===== src/rtl/mpfd_pkg.sv =====
package mpfd_pkg;

   // Internal coordinate width: an 11-bit origin plus an 11-bit extent, with headroom.
   localparam int CW = 13;

   localparam logic [7:0] BYTE_ON  = 8'hFF;
   localparam logic [7:0] BYTE_OFF = 8'h00;

   localparam logic [7:0] PANEL_WIDTH_RESET  = 8'd128;
   localparam logic [6:0] PANEL_HEIGHT_RESET = 7'd64;

   localparam logic REG_PANEL_WIDTH  = 1'b0;
   localparam logic REG_PANEL_HEIGHT = 1'b1;

   typedef enum logic [1:0] {
      FUNC_CLEAR   = 2'd0,
      FUNC_OUTLINE = 2'd1,
      FUNC_FILL    = 2'd2,
      FUNC_READ    = 2'd3
   } func_type;

   // Rectangle that the drawing engine sweeps next.
   typedef enum logic [2:0] {
      RECT_FULL,
      RECT_TOP,
      RECT_BOTTOM,
      RECT_LEFT,
      RECT_RIGHT
   } rect_sel_type;

   typedef struct packed {
      logic         capture;
      logic         clr_step;
      logic         clr_init;
      logic         rect_load;
      rect_sel_type rect_sel;
      logic         rect_rd;
      logic         rect_wr;
      logic         rd_issue;
      logic         rsp_load;
   } cmd_type;

   typedef struct packed {
      func_type func;
      logic     draw_ok;
      logic     clr_last;
      logic     rect_empty;
      logic     rect_last;
   } status_type;

endpackage


===== src/rtl/mpfd_csr.sv =====
module mpfd_csr (
   input  logic        clock,
   input  logic        reset,
   input  logic        psel,
   input  logic        penable,
   input  logic        pwrite,
   input  logic [2:0]  paddr,
   input  logic [31:0] pwdata,
   output logic [31:0] prdata,
   output logic        pready,
   output logic [7:0]  panel_width,
   output logic [6:0]  panel_height
);
   import mpfd_pkg::*;

   logic [7:0] panel_width_ff, panel_width_in;
   logic [6:0] panel_height_ff, panel_height_in;
   logic       wr_en;
   logic       reg_index;

   assign reg_index = paddr[2];
   assign wr_en     = psel && penable && pwrite;

   always_comb begin
      panel_width_in  = panel_width_ff;
      panel_height_in = panel_height_ff;
      if (wr_en) begin
         unique case (reg_index)
            REG_PANEL_WIDTH:  panel_width_in  = pwdata[7:0];
            REG_PANEL_HEIGHT: panel_height_in = pwdata[6:0];
            default:          panel_width_in  = panel_width_ff;
         endcase
      end
   end

   always_ff @(posedge clock) begin
      if (reset) begin
         panel_width_ff  <= PANEL_WIDTH_RESET;
         panel_height_ff <= PANEL_HEIGHT_RESET;
      end else begin
         panel_width_ff  <= panel_width_in;
         panel_height_ff <= panel_height_in;
      end
   end

   always_comb begin
      unique case (reg_index)
         REG_PANEL_WIDTH:  prdata = {24'd0, panel_width_ff};
         REG_PANEL_HEIGHT: prdata = {25'd0, panel_height_ff};
         default:          prdata = 32'd0;
      endcase
   end

   assign pready       = 1'b1;
   assign panel_width  = panel_width_ff;
   assign panel_height = panel_height_ff;

endmodule


===== config.mk =====
export PLATFORM = sky130hd
export DESIGN_NAME = mpfd_csr
export DESIGN_NICKNAME = d
export VERILOG_FILES = /design/src/rtl/mpfd_pkg.sv /design/src/rtl/mpfd_csr.sv
export SDC_FILE = /design/constraint.sdc
export NUM_CORES = 1
export LEC_CHECK = 0
export ABC_AREA = 0
export BUFFER_PORTS_ARGS = -buffer_cell sky130_fd_sc_hd__buf_2
export CELL_PAD_IN_SITES_DETAIL_PLACEMENT = 2
export CELL_PAD_IN_SITES_GLOBAL_PLACEMENT = 2
export CORE_MARGIN = 4
export CORE_UTILIZATION = 18
export CTS_CLUSTER_DIAMETER = 60
export DETAILED_ROUTE_END_ITERATION = 8
export PLACE_DENSITY = 0.89
export SYNTH_ARGS = -nofsm -noshare
export SYNTH_HDL_FRONTEND = slang
export SYNTH_SLANG_ARGS = --single-unit

===== constraint.sdc =====
create_clock -name clock -period 1 [get_ports clock]
set_input_delay 0.15 -clock clock [delete_from_list [all_inputs] [get_ports clock]]
set_output_delay 0.15 -clock clock [all_outputs]
set_load 0.01 [all_outputs]

==> results by group <==
Clocking
  – Clk_lat worst skew: 250 ps
  – Root Buffer: clkbuf_8
  – CTS buffer count: 3
  – Worst-case clock buffer depth: 2
  – H-tree levels: 1
  – Clock tree from TritonCTS: yes
  – Clk sink count: 15
  – Clock-pin slew on the worst setup and hold paths: around 60 ps

Floorplan
  – Initial Utilization: a little under a fifth
  – Die Height: approximately 81 um
  – Die span in x: about 80 um
  – Total core area: 0.00511 sq mm
  – I/O pins: 88
  – Die ar.: roughly 0.0065 sq mm
  – Cell Rows: 26

Timing
  – Max Freq: between 0.8 and 0.9 GHz
  – Hold slack: between 150 and 200 ps
  – Final hold violations: 0
  – Post-route worst setup slack: -135 ps
  – RSZ-0062 raised after global routing: true
  – Period Utilization, post-route: 113%
  – Period minus WS final: around 1100 ps
  – Clk_skew: 0 ps
  – Final setup violation count: 8
  – Fin. max-slew vios: 0

GRT
  – Global route total overflow: 0
  – Initial antenna violation count: 0
  – Pin count of the biggest net entering global routing: 25
  – Overall Global Routing Usage: between 8 and 9%
  – Vias in the first global route: between 800 and 900
  – First-pass GRT wire length: about 4300 um

Finish
  – Most frequent cells in the layout: conb_1, nand2b_1, buf_2
  – Area Growth Syn to Fin: 44.3%
  – Share of layout cells above drive strength 1: between 50% and 60%
  – Ant. Diodes: 0
  – Nets: approximately 190
  – Post-Route Utilization: 26.9%
  – Commonest non-fill, non-tap cell in the layout: conb_1
  – Final Instance Area: ~0.0014 sq mm

Yosys
  – Unique masters post-synth: 14
  – Sequential area share after synthesis: 31.5%
  – Mapped Area: roughly 950 sq um
  – Avg Cell Area, Syn: about 10 sq um
  – Yosys reg bits: 15
  – Warnings, synthesis: 0
  – Post-Syn Instances: between 90 and 100

Placement
  – Gpl congestion: 0.646
  – # port buffers: 36
  – Placed wire-length estimate: 1950 um
  – Placement Cell Area: 0.00110 sq mm

Pwr
  – PD cells: ~1000 mW/mm^2
  – LEAKAGE: approximately 0.00068 uW
  – Peak supply drop: around 300 uV

Routing
  – Vias/cell: approximately 3.6
  – DRT iter0 DRCs: 13
  – # DRC: 0
  – Routed via count: approximately 770
  – Final WL: ~2900 um
  – Final ANT Viol Nets: 0
  – First drt pass iteration count: 2
  – WL/cell: around 14 um

Critical path
  – Worst-path cell chain: mux2_4 -> buf_6
  – CP Class: reg2out
  – Worst Setup End Kind: output port
  – CP Max Fanout: 2
  – CP max stage cell: dfxtp_2
  – Critical path arrival: ~1000 ps
  – R2R Setup Slk: about 250 ps
  – Worst EP required: approximately 850 ps
  – Slowest stage delay, CP: 330 ps
  – Critical path startpoint category: flip-flop

Outcome
  – Failing checks: negative setup slack
  – Status: complete, but fails checks

Hold path
  – Hold crit path type: in2reg

Job
  – Total of max-cap violations: 0
==> cell families after synthesis <==
family                 Yosys count  share of synthesized area (%)
buffers and inverters           30                           23.4
DFF                             15                           31.5
and+or+nand+nor                 28                           20.2
other                            2                          0.789
muxes                           22                           24.0
==> cell usage after synthesis <==
master     n  area [sq um]
clkbuf_1   2          7.51
conb_1     2          7.51
buf_4     25           188
dfxtp_1   15           300
and2b_2    1          8.76
buf_6      2          22.5
nand2b_1  20           125
mux2_2     7          78.8
mux2i_1   15           150
and4b_2    1          11.3
and4_1     1          8.76
nor2_1     4          15.0
buf_2      1          5.00
nand4b_4   1          23.8
==> critical path, delay by kind of cell (launching register included) <==
family / cells / cell delay (ps)
DFF: 1 / 330
buffers and inverters: 1 / 130
muxes: 1 / 280
==> final timing paths <==
kind              startpoint               to  cells after the start
min reg2reg   panel_width[0]   panel_width[0]                      2
max reg2reg  panel_height[6]  panel_height[6]                      3
min                pwdata[7]   panel_width[7]                      3
max           panel_width[5]        prdata[5]                      2
==> state kept, by name, indices dropped and copies added (netlist names) <==
| name | flops |
|---|---|
| panel_width | 8 |
| panel_height | 7 |
==> stage by stage <==
stage / setup TNS [ps] / instances / total power, uW / setup WS (ps)
2_1_floorplan: 0 / 120 / 839 / 198
6_report: -806 / 214 / 1380 / -135
5_1_grt: -1030 / 214 / 1450 / -164
4_1_cts: -837 / 212 / 1390 / -125
3_3_place_gp: -737 / 198 / 830 / -59.9
3_5_place_dp: -1090 / 198 / 837 / -115
==> layout make-up <==
class / count / area, sq um
fill: 605 / 3730
multi-input combinational: 75 / 531
timing repair buffer: 50 / 392
sequential: 15 / 319
tap: 70 / 87.6
clock buffer: 4 / 45.0
==> per-layer routing <==
layer,GRT usage (%),wire length [um],vias to the layer above
met1,9.27,1020,367
met2,16.3,1610,40
met3,2.33,224,3
li1,-,-,357
met5,0,0,-
met4,3.04,33,0
==> timing repair <==
item                       4_1_cts  5_1_grt
pin swaps                        0        0
gates resized for setup         27       11
setup endpoints to repair        8       16
hold buffers                     0        0
setup buffers                   10        2
gates cloned                     0        0
==> where the power goes <==
group,switching (uW),internal (uW),leakage (uW)
Sequential,8.14,613,0.000127
Combinational,139,118,0.000526
Clock,216,282,0.0000228
(Power assumes the default switching activity.)
