==> src/rtl/mpfd_pkg.sv <==
package mpfd_pkg;

   // Internal coordinate width: an 11-bit origin plus an 11-bit extent, with headroom.
   localparam int CW = 13;

   localparam logic [7:0] BYTE_ON  = 8'hFF;
   localparam logic [7:0] BYTE_OFF = 8'h00;

   localparam logic [7:0] PANEL_WIDTH_RESET  = 8'd128;
   localparam logic [6:0] PANEL_HEIGHT_RESET = 7'd64;

   localparam logic REG_PANEL_WIDTH  = 1'b0;
   localparam logic REG_PANEL_HEIGHT = 1'b1;

   typedef enum logic [1:0] {
      FUNC_CLEAR   = 2'd0,
      FUNC_OUTLINE = 2'd1,
      FUNC_FILL    = 2'd2,
      FUNC_READ    = 2'd3
   } func_type;

   // Rectangle that the drawing engine sweeps next.
   typedef enum logic [2:0] {
      RECT_FULL,
      RECT_TOP,
      RECT_BOTTOM,
      RECT_LEFT,
      RECT_RIGHT
   } rect_sel_type;

   typedef struct packed {
      logic         capture;
      logic         clr_step;
      logic         clr_init;
      logic         rect_load;
      rect_sel_type rect_sel;
      logic         rect_rd;
      logic         rect_wr;
      logic         rd_issue;
      logic         rsp_load;
   } cmd_type;

   typedef struct packed {
      func_type func;
      logic     draw_ok;
      logic     clr_last;
      logic     rect_empty;
      logic     rect_last;
   } status_type;

endpackage

==> src/rtl/mpfd_ctrl.sv <==
module mpfd_ctrl (
   input  logic                 clock,
   input  logic                 reset,
   input  logic                 req_valid,
   output logic                 req_stall,
   output logic                 rsp_valid,
   input  logic                 rsp_stall,
   output mpfd_pkg::cmd_type    cmd,
   input  mpfd_pkg::status_type status
);
   import mpfd_pkg::*;

   typedef enum logic [3:0] {
      S_INIT,
      S_IDLE,
      S_DISPATCH,
      S_CLEAR,
      S_SETUP,
      S_RMW_RD,
      S_RMW_WR,
      S_RDMEM,
      S_RESP
   } state_type;

   state_type    state_ff, state_in;
   rect_sel_type sel_ff, sel_in, sel_next;
   logic         rsp_valid_ff, rsp_valid_in;
   logic         sub_done;

   // Edge order of an outline; a fill is a single rectangle.
   always_comb begin
      sub_done = 1'b0;
      sel_next = sel_ff;
      case (sel_ff)
         RECT_TOP:    sel_next = RECT_BOTTOM;
         RECT_BOTTOM: sel_next = RECT_LEFT;
         RECT_LEFT:   sel_next = RECT_RIGHT;
         default:     sub_done = 1'b1;
      endcase
   end

   always_comb begin
      cmd          = '0;
      cmd.rect_sel = sel_ff;
      state_in     = state_ff;
      sel_in       = sel_ff;
      unique case (state_ff)
         S_INIT: begin
            cmd.clr_step = 1'b1;
            cmd.clr_init = 1'b1;
            if (status.clr_last) begin
               state_in = S_IDLE;
            end
         end
         S_IDLE: begin
            if (req_valid) begin
               cmd.capture = 1'b1;
               state_in    = S_DISPATCH;
            end
         end
         S_DISPATCH: begin
            unique case (status.func)
               FUNC_CLEAR: state_in = S_CLEAR;
               FUNC_OUTLINE: begin
                  sel_in   = RECT_TOP;
                  state_in = status.draw_ok ? S_SETUP : S_RESP;
               end
               FUNC_FILL: begin
                  sel_in   = RECT_FULL;
                  state_in = status.draw_ok ? S_SETUP : S_RESP;
               end
               FUNC_READ: state_in = S_RDMEM;
               default:   state_in = S_RESP;
            endcase
         end
         S_CLEAR: begin
            cmd.clr_step = 1'b1;
            if (status.clr_last) begin
               state_in = S_RESP;
            end
         end
         S_SETUP: begin
            cmd.rect_load = 1'b1;
            state_in      = S_RMW_RD;
         end
         S_RMW_RD: begin
            if (status.rect_empty) begin
               sel_in   = sel_next;
               state_in = sub_done ? S_RESP : S_SETUP;
            end else begin
               cmd.rect_rd = 1'b1;
               state_in    = S_RMW_WR;
            end
         end
         S_RMW_WR: begin
            cmd.rect_wr = 1'b1;
            if (status.rect_last) begin
               sel_in   = sel_next;
               state_in = sub_done ? S_RESP : S_SETUP;
            end else begin
               state_in = S_RMW_RD;
            end
         end
         S_RDMEM: begin
            cmd.rd_issue = 1'b1;
            state_in     = S_RESP;
         end
         S_RESP: begin
            if (!rsp_valid_ff || !rsp_stall) begin
               cmd.rsp_load = 1'b1;
               state_in     = S_IDLE;
            end
         end
         default: state_in = S_IDLE;
      endcase
   end

   assign rsp_valid_in = cmd.rsp_load || (rsp_valid_ff && rsp_stall);

   always_ff @(posedge clock) begin
      if (reset) begin
         state_ff     <= S_INIT;
         sel_ff       <= RECT_FULL;
         rsp_valid_ff <= 1'b0;
      end else begin
         state_ff     <= state_in;
         sel_ff       <= sel_in;
         rsp_valid_ff <= rsp_valid_in;
      end
   end

   assign req_stall = (state_ff != S_IDLE);
   assign rsp_valid = rsp_valid_ff;

   a_no_overwrite: assert property (@(posedge clock) disable iff (reset)
      cmd.rsp_load |-> !(rsp_valid_ff && rsp_stall))
      else $error("result register loaded while a result is still waiting");

   a_write_after_read: assert property (@(posedge clock) disable iff (reset)
      (state_ff == S_RMW_WR) |-> ($past(state_ff) == S_RMW_RD))
      else $error("read-modify-write without a preceding read");

   a_write_in_bounds: assert property (@(posedge clock) disable iff (reset)
      (state_ff == S_RMW_WR) |-> !status.rect_empty)
      else $error("byte written for a rectangle that clips to nothing");

endmodule

==> config.mk <==
export PLATFORM = sky130hd
export DESIGN_NAME = mpfd_ctrl
export DESIGN_NICKNAME = d
export VERILOG_FILES = /design/src/rtl/mpfd_pkg.sv /design/src/rtl/mpfd_ctrl.sv
export SDC_FILE = /design/constraint.sdc
export NUM_CORES = 1
export LEC_CHECK = 0
export BUFFER_PORTS_ARGS = -buffer_cell sky130_fd_sc_hd__buf_2
export CAP_MARGIN = 40
export CORE_MARGIN = 8
export CORE_UTILIZATION = 35
export CTS_CLUSTER_DIAMETER = 30
export CTS_CLUSTER_SIZE = 24
export DETAILED_ROUTE_END_ITERATION = 7
export PLACE_DENSITY = 0.58
export SLEW_MARGIN = 25
export SYNTH_ARGS = -nofsm -noshare
export SYNTH_HDL_FRONTEND = slang
export SYNTH_SLANG_ARGS = --single-unit
==> constraint.sdc <==
create_clock -name clock -period 1.7 [get_ports clock]
set_input_delay 0.17 -clock clock [delete_from_list [all_inputs] [get_ports clock]]
set_output_delay 0.17 -clock clock [all_outputs]
set_load 0.1 [all_outputs]
==> impl_metrics.py <==
metrics = {
    "outcome": {
        "outcome": "finished, final reports clean",
    },
    "sta": {
        "post-route-min-period_ps": 1680,
        "maxSlewViolCount": 0,
        "setup-violations-final": 0,
        "post-route-period-util_pct": 98.9,
        "worst_pin_slew_ps": 488,
        "max-slew-margin-rel_pct": 67.7,
        "hold_viol": 0,
        "fmax_ghz": 0.595,
        "fin_skew_ps": 4.58,
        "holdWs_ps": 203,
        "rsz0062_at_grt": "true",
    },
    "logic_synthesis": {
        "ys_ff_latch": 8,
        "ys_warn_count": 0,
        "async_reset_ff_share_pct": 0,
        "syn_nets": 103,
        "syn_avg_cell_area_um2": 8.05,
        "synth_top_cell_by_area": "dfxtp_1",
        "syn_area_um2": 724,
        "synth_cell_type_count": 42,
        "synth_edf_count": 0,
        "synthTopCellsByArea": "dfxtp_1 22%, nor2_1 6.7%, a21oi_1 6.2%",
        "ys_seq_area_share_pct": 22.1,
        "syn_inst": 90,
        "synth_ff_type": "dfxtp_1",
        "synth_top_cell_area_share_pct": 22.1,
    },
    "worst_setup_path": {
        "path_class": "reg -> out",
        "start_kind": "flip-flop",
        "rr_worst_depth": 5,
        "crit_required_ps": 1530,
        "critical_path_arrival_ps": 1510,
        "cp_max_fo": 7,
        "cp_cell_sequence": "or4b_4, a21oi_4, buf_12",
        "cpMaxStageDelayCell": "or4b_4",
        "cpPeakStageDelay_ps": 540,
        "startpoint": "state_ff[0]",
        "critPathTopFamily": "simple AND/OR/NAND/NOR gates",
        "crit_buf_inv": 1,
        "cp-end-kind": "output pin",
        "worst-path-stages": 3,
        "r2r-start": "state_ff[2]",
    },
    "final_layout": {
        "num_antenna_cells": 0,
        "stdcell_count": 145,
        "drive_above_1_share_pct": 52.5,
        "final_nets": 132,
        "area_growth_pct": 57.0,
        "finalCoreUtilization_pct": 58.0,
        "n_fill_cell": 202,
    },
    "pwr": {
        "seq_power_share_pct": 19.6,
        "power_mw": 1.35,
        "p_sw_share_pct": 51.6,
        "p_int_mw": 0.655,
        "ir_drop_mv": 0.747,
        "clockPowerShare_pct": 11.3,
        "combPwrFrac_pct": 69.1,
        "switching_power_mw": 0.697,
        "power.density_nw_per_um2": 1190,
        "p_leak_nw": 0.423,
    },
    "placed_design": {
        "io_buffers": 22,
        "dp.final_hpwl_um": 1620,
        "gp_congestion": 0.855,
        "dp_cells": 139,
    },
    "global_route": {
        "grt_pass1_wl_um": 3220,
        "track_usage_pct": 11.0,
        "met3_usage_pct": 1.67,
        "grt_antenna_before_repair": 0,
        "first_global_vias": 724,
        "grt_max_degree": 11,
        "grt_util_met1_pct": 13.4,
        "met2_usage_pct": 18.5,
        "overflow": 0,
        "grt-busiest-layer": "met2",
    },
    "detailed_routing": {
        "first_pass_iters": 4,
        "num_vias": 816,
        "initialDrtViolationCount": 20,
        "drcViolationCount": 0,
        "vias_per_cell": 5.63,
        "drt_wl_total_um": 2020,
        "routedWlPerCell_um": 13.9,
        "ant_nets": 0,
    },
    "clock_tree": {
        "cts.sinks": 8,
        "clk_latency_ps": 250,
        "cts_tree": "yes",
        "cts_root_buf": "clkbuf_4",
        "clk_path_buf_depth": 2,
        "h-tree-depth": 1,
        "cts_buffers": 3,
        "cts.clk_slew.worst_paths_ps": 60,
    },
    "run": {
        "cap_violations": 0,
    },
    "worst_hold_path": {
        "hold_class": "in -> reg",
        "hold-path-cell-count": 2,
        "holdCritStartpoint": "reset",
    },
    "die": {
        "core_area_um2": 1960,
        "initial_core_util_pct": 36.9,
        "die_area_um2": 3780,
        "dieHeight_um": 61.5,
        "die_x_um": 61.5,
        "io_pins": 23,
        "row_count": 16,
    },
}
==> cells in the mapped netlist (all sizes together), types with 2 or more instances <==
cell and number:
or3b 2, mux2 2, nand3 3, nand2 5, ha 3, inv 2
nand2b 4, nor3 4, dfxtp 8, nor2 13, o21ai 3, a21oi 10
or4b 3, a211oi 3, nand3b 2, buf 5, nor2b 2
==> path summary, 6_finish.rpt <==
path                     to  slack [ps]
setup / recovery     cmd[0]          20
hold / removal    sel_ff[0]         200
setup reg to reg  sel_ff[0]         100
hold reg to reg   sel_ff[2]         510
==> registers in the layout, indices dropped and copies added, names as in the netlist <==
name / cells
state_ff: 4
sel_ff: 3
rsp_valid: 1
==> worst register-to-register path: stages, from the launching register on <==
cell and delay, ps:
dfxtp_4 340, buf_4 160, or4b_4 580, o31ai_4 110
a21oi_2 100, a311oi_2 230
==> cells in the final DEF (no fill, tap or decap), types with 2 or more instances in the layout <==
cell type  count
nand2b_1       2
clkbuf_4       3
buf_12         8
nor2_2         3
nor2b_1        2
buf_2         14
buf_4          8
a211oi_1       3
nor3_1         3
inv_1          2
nand3_1        3
nand2_1        5
o21ai_0        2
or4b_4         2
dfxtp_2        2
nor2_1        10
ha_1           3
nand3b_1       2
dfxtp_4        5
a21oi_1        8
==> power groups by stage <==
stage / Combinational [mW] / Sequential (mW) / Clock [mW]
after floorplan: 0.671 / 0.273 / 0
after global placement: 0.907 / 0.267 / 0
after detailed placement: 0.911 / 0.268 / 0
after CTS: 0.921 / 0.262 / 0.159
after global routing: 0.972 / 0.269 / 0.171
final: 0.934 / 0.265 / 0.153
==> kinds of logic (layout without fill, tap and decap cells) <==
kind of cell,Yosys count,in the layout,synth area share [%]
AND/OR/NAND/NOR,44,44,35.8
buffers and inverters,8,36,6.04
XOR/XNOR,1,1,2.25
AO/OA/AOI/OAI,24,24,25.0
multiplexers,2,2,3.63
adder cells (fa/ha/maj),3,3,5.18
flip-flops,8,8,22.1
==> area by class of cell <==
type	instances	area (µm²)	area share (%)
clock buffer	4	26.3	2.31
inverter	2	7.51	0.660
multi-input combinational	74	598	52.6
sequential	8	181	16.0
tap	27	33.8	2.97
timing repair buffer	30	290	25.5
==> timing repair <==
item,in CTS,in global routing
hold buffers,0,0
setup endpoints to repair,5,6
setup buffers,2,0
resized for setup,5,3
pin swaps,1,0
==> through the flow <==
| stage | setup WS, ps | setup TNS [ps] | cell area (µm²) |
|---|---|---|---|
| floorplan | -286 | -441 | 821 |
| global placement | 76.7 | 0 | 1070 |
| detailed placement | 46.1 | 0 | 1070 |
| CTS | 7.73 | 0 | 1120 |
| global route | -27.1 | -29.6 | 1140 |
| finish | 19.3 | 0 | 1140 |
==> per-layer routing <==
layer | vias up | wire length, µm | share of wire [%]
li1 | 393 | - | -
met5 | - | 0 | 0
met4 | 0 | 0 | 0
met1 | 399 | 838 | 41
met3 | 0 | 106 | 5.2
met2 | 24 | 1080 | 53
Power figures use the tool's default switching activity.
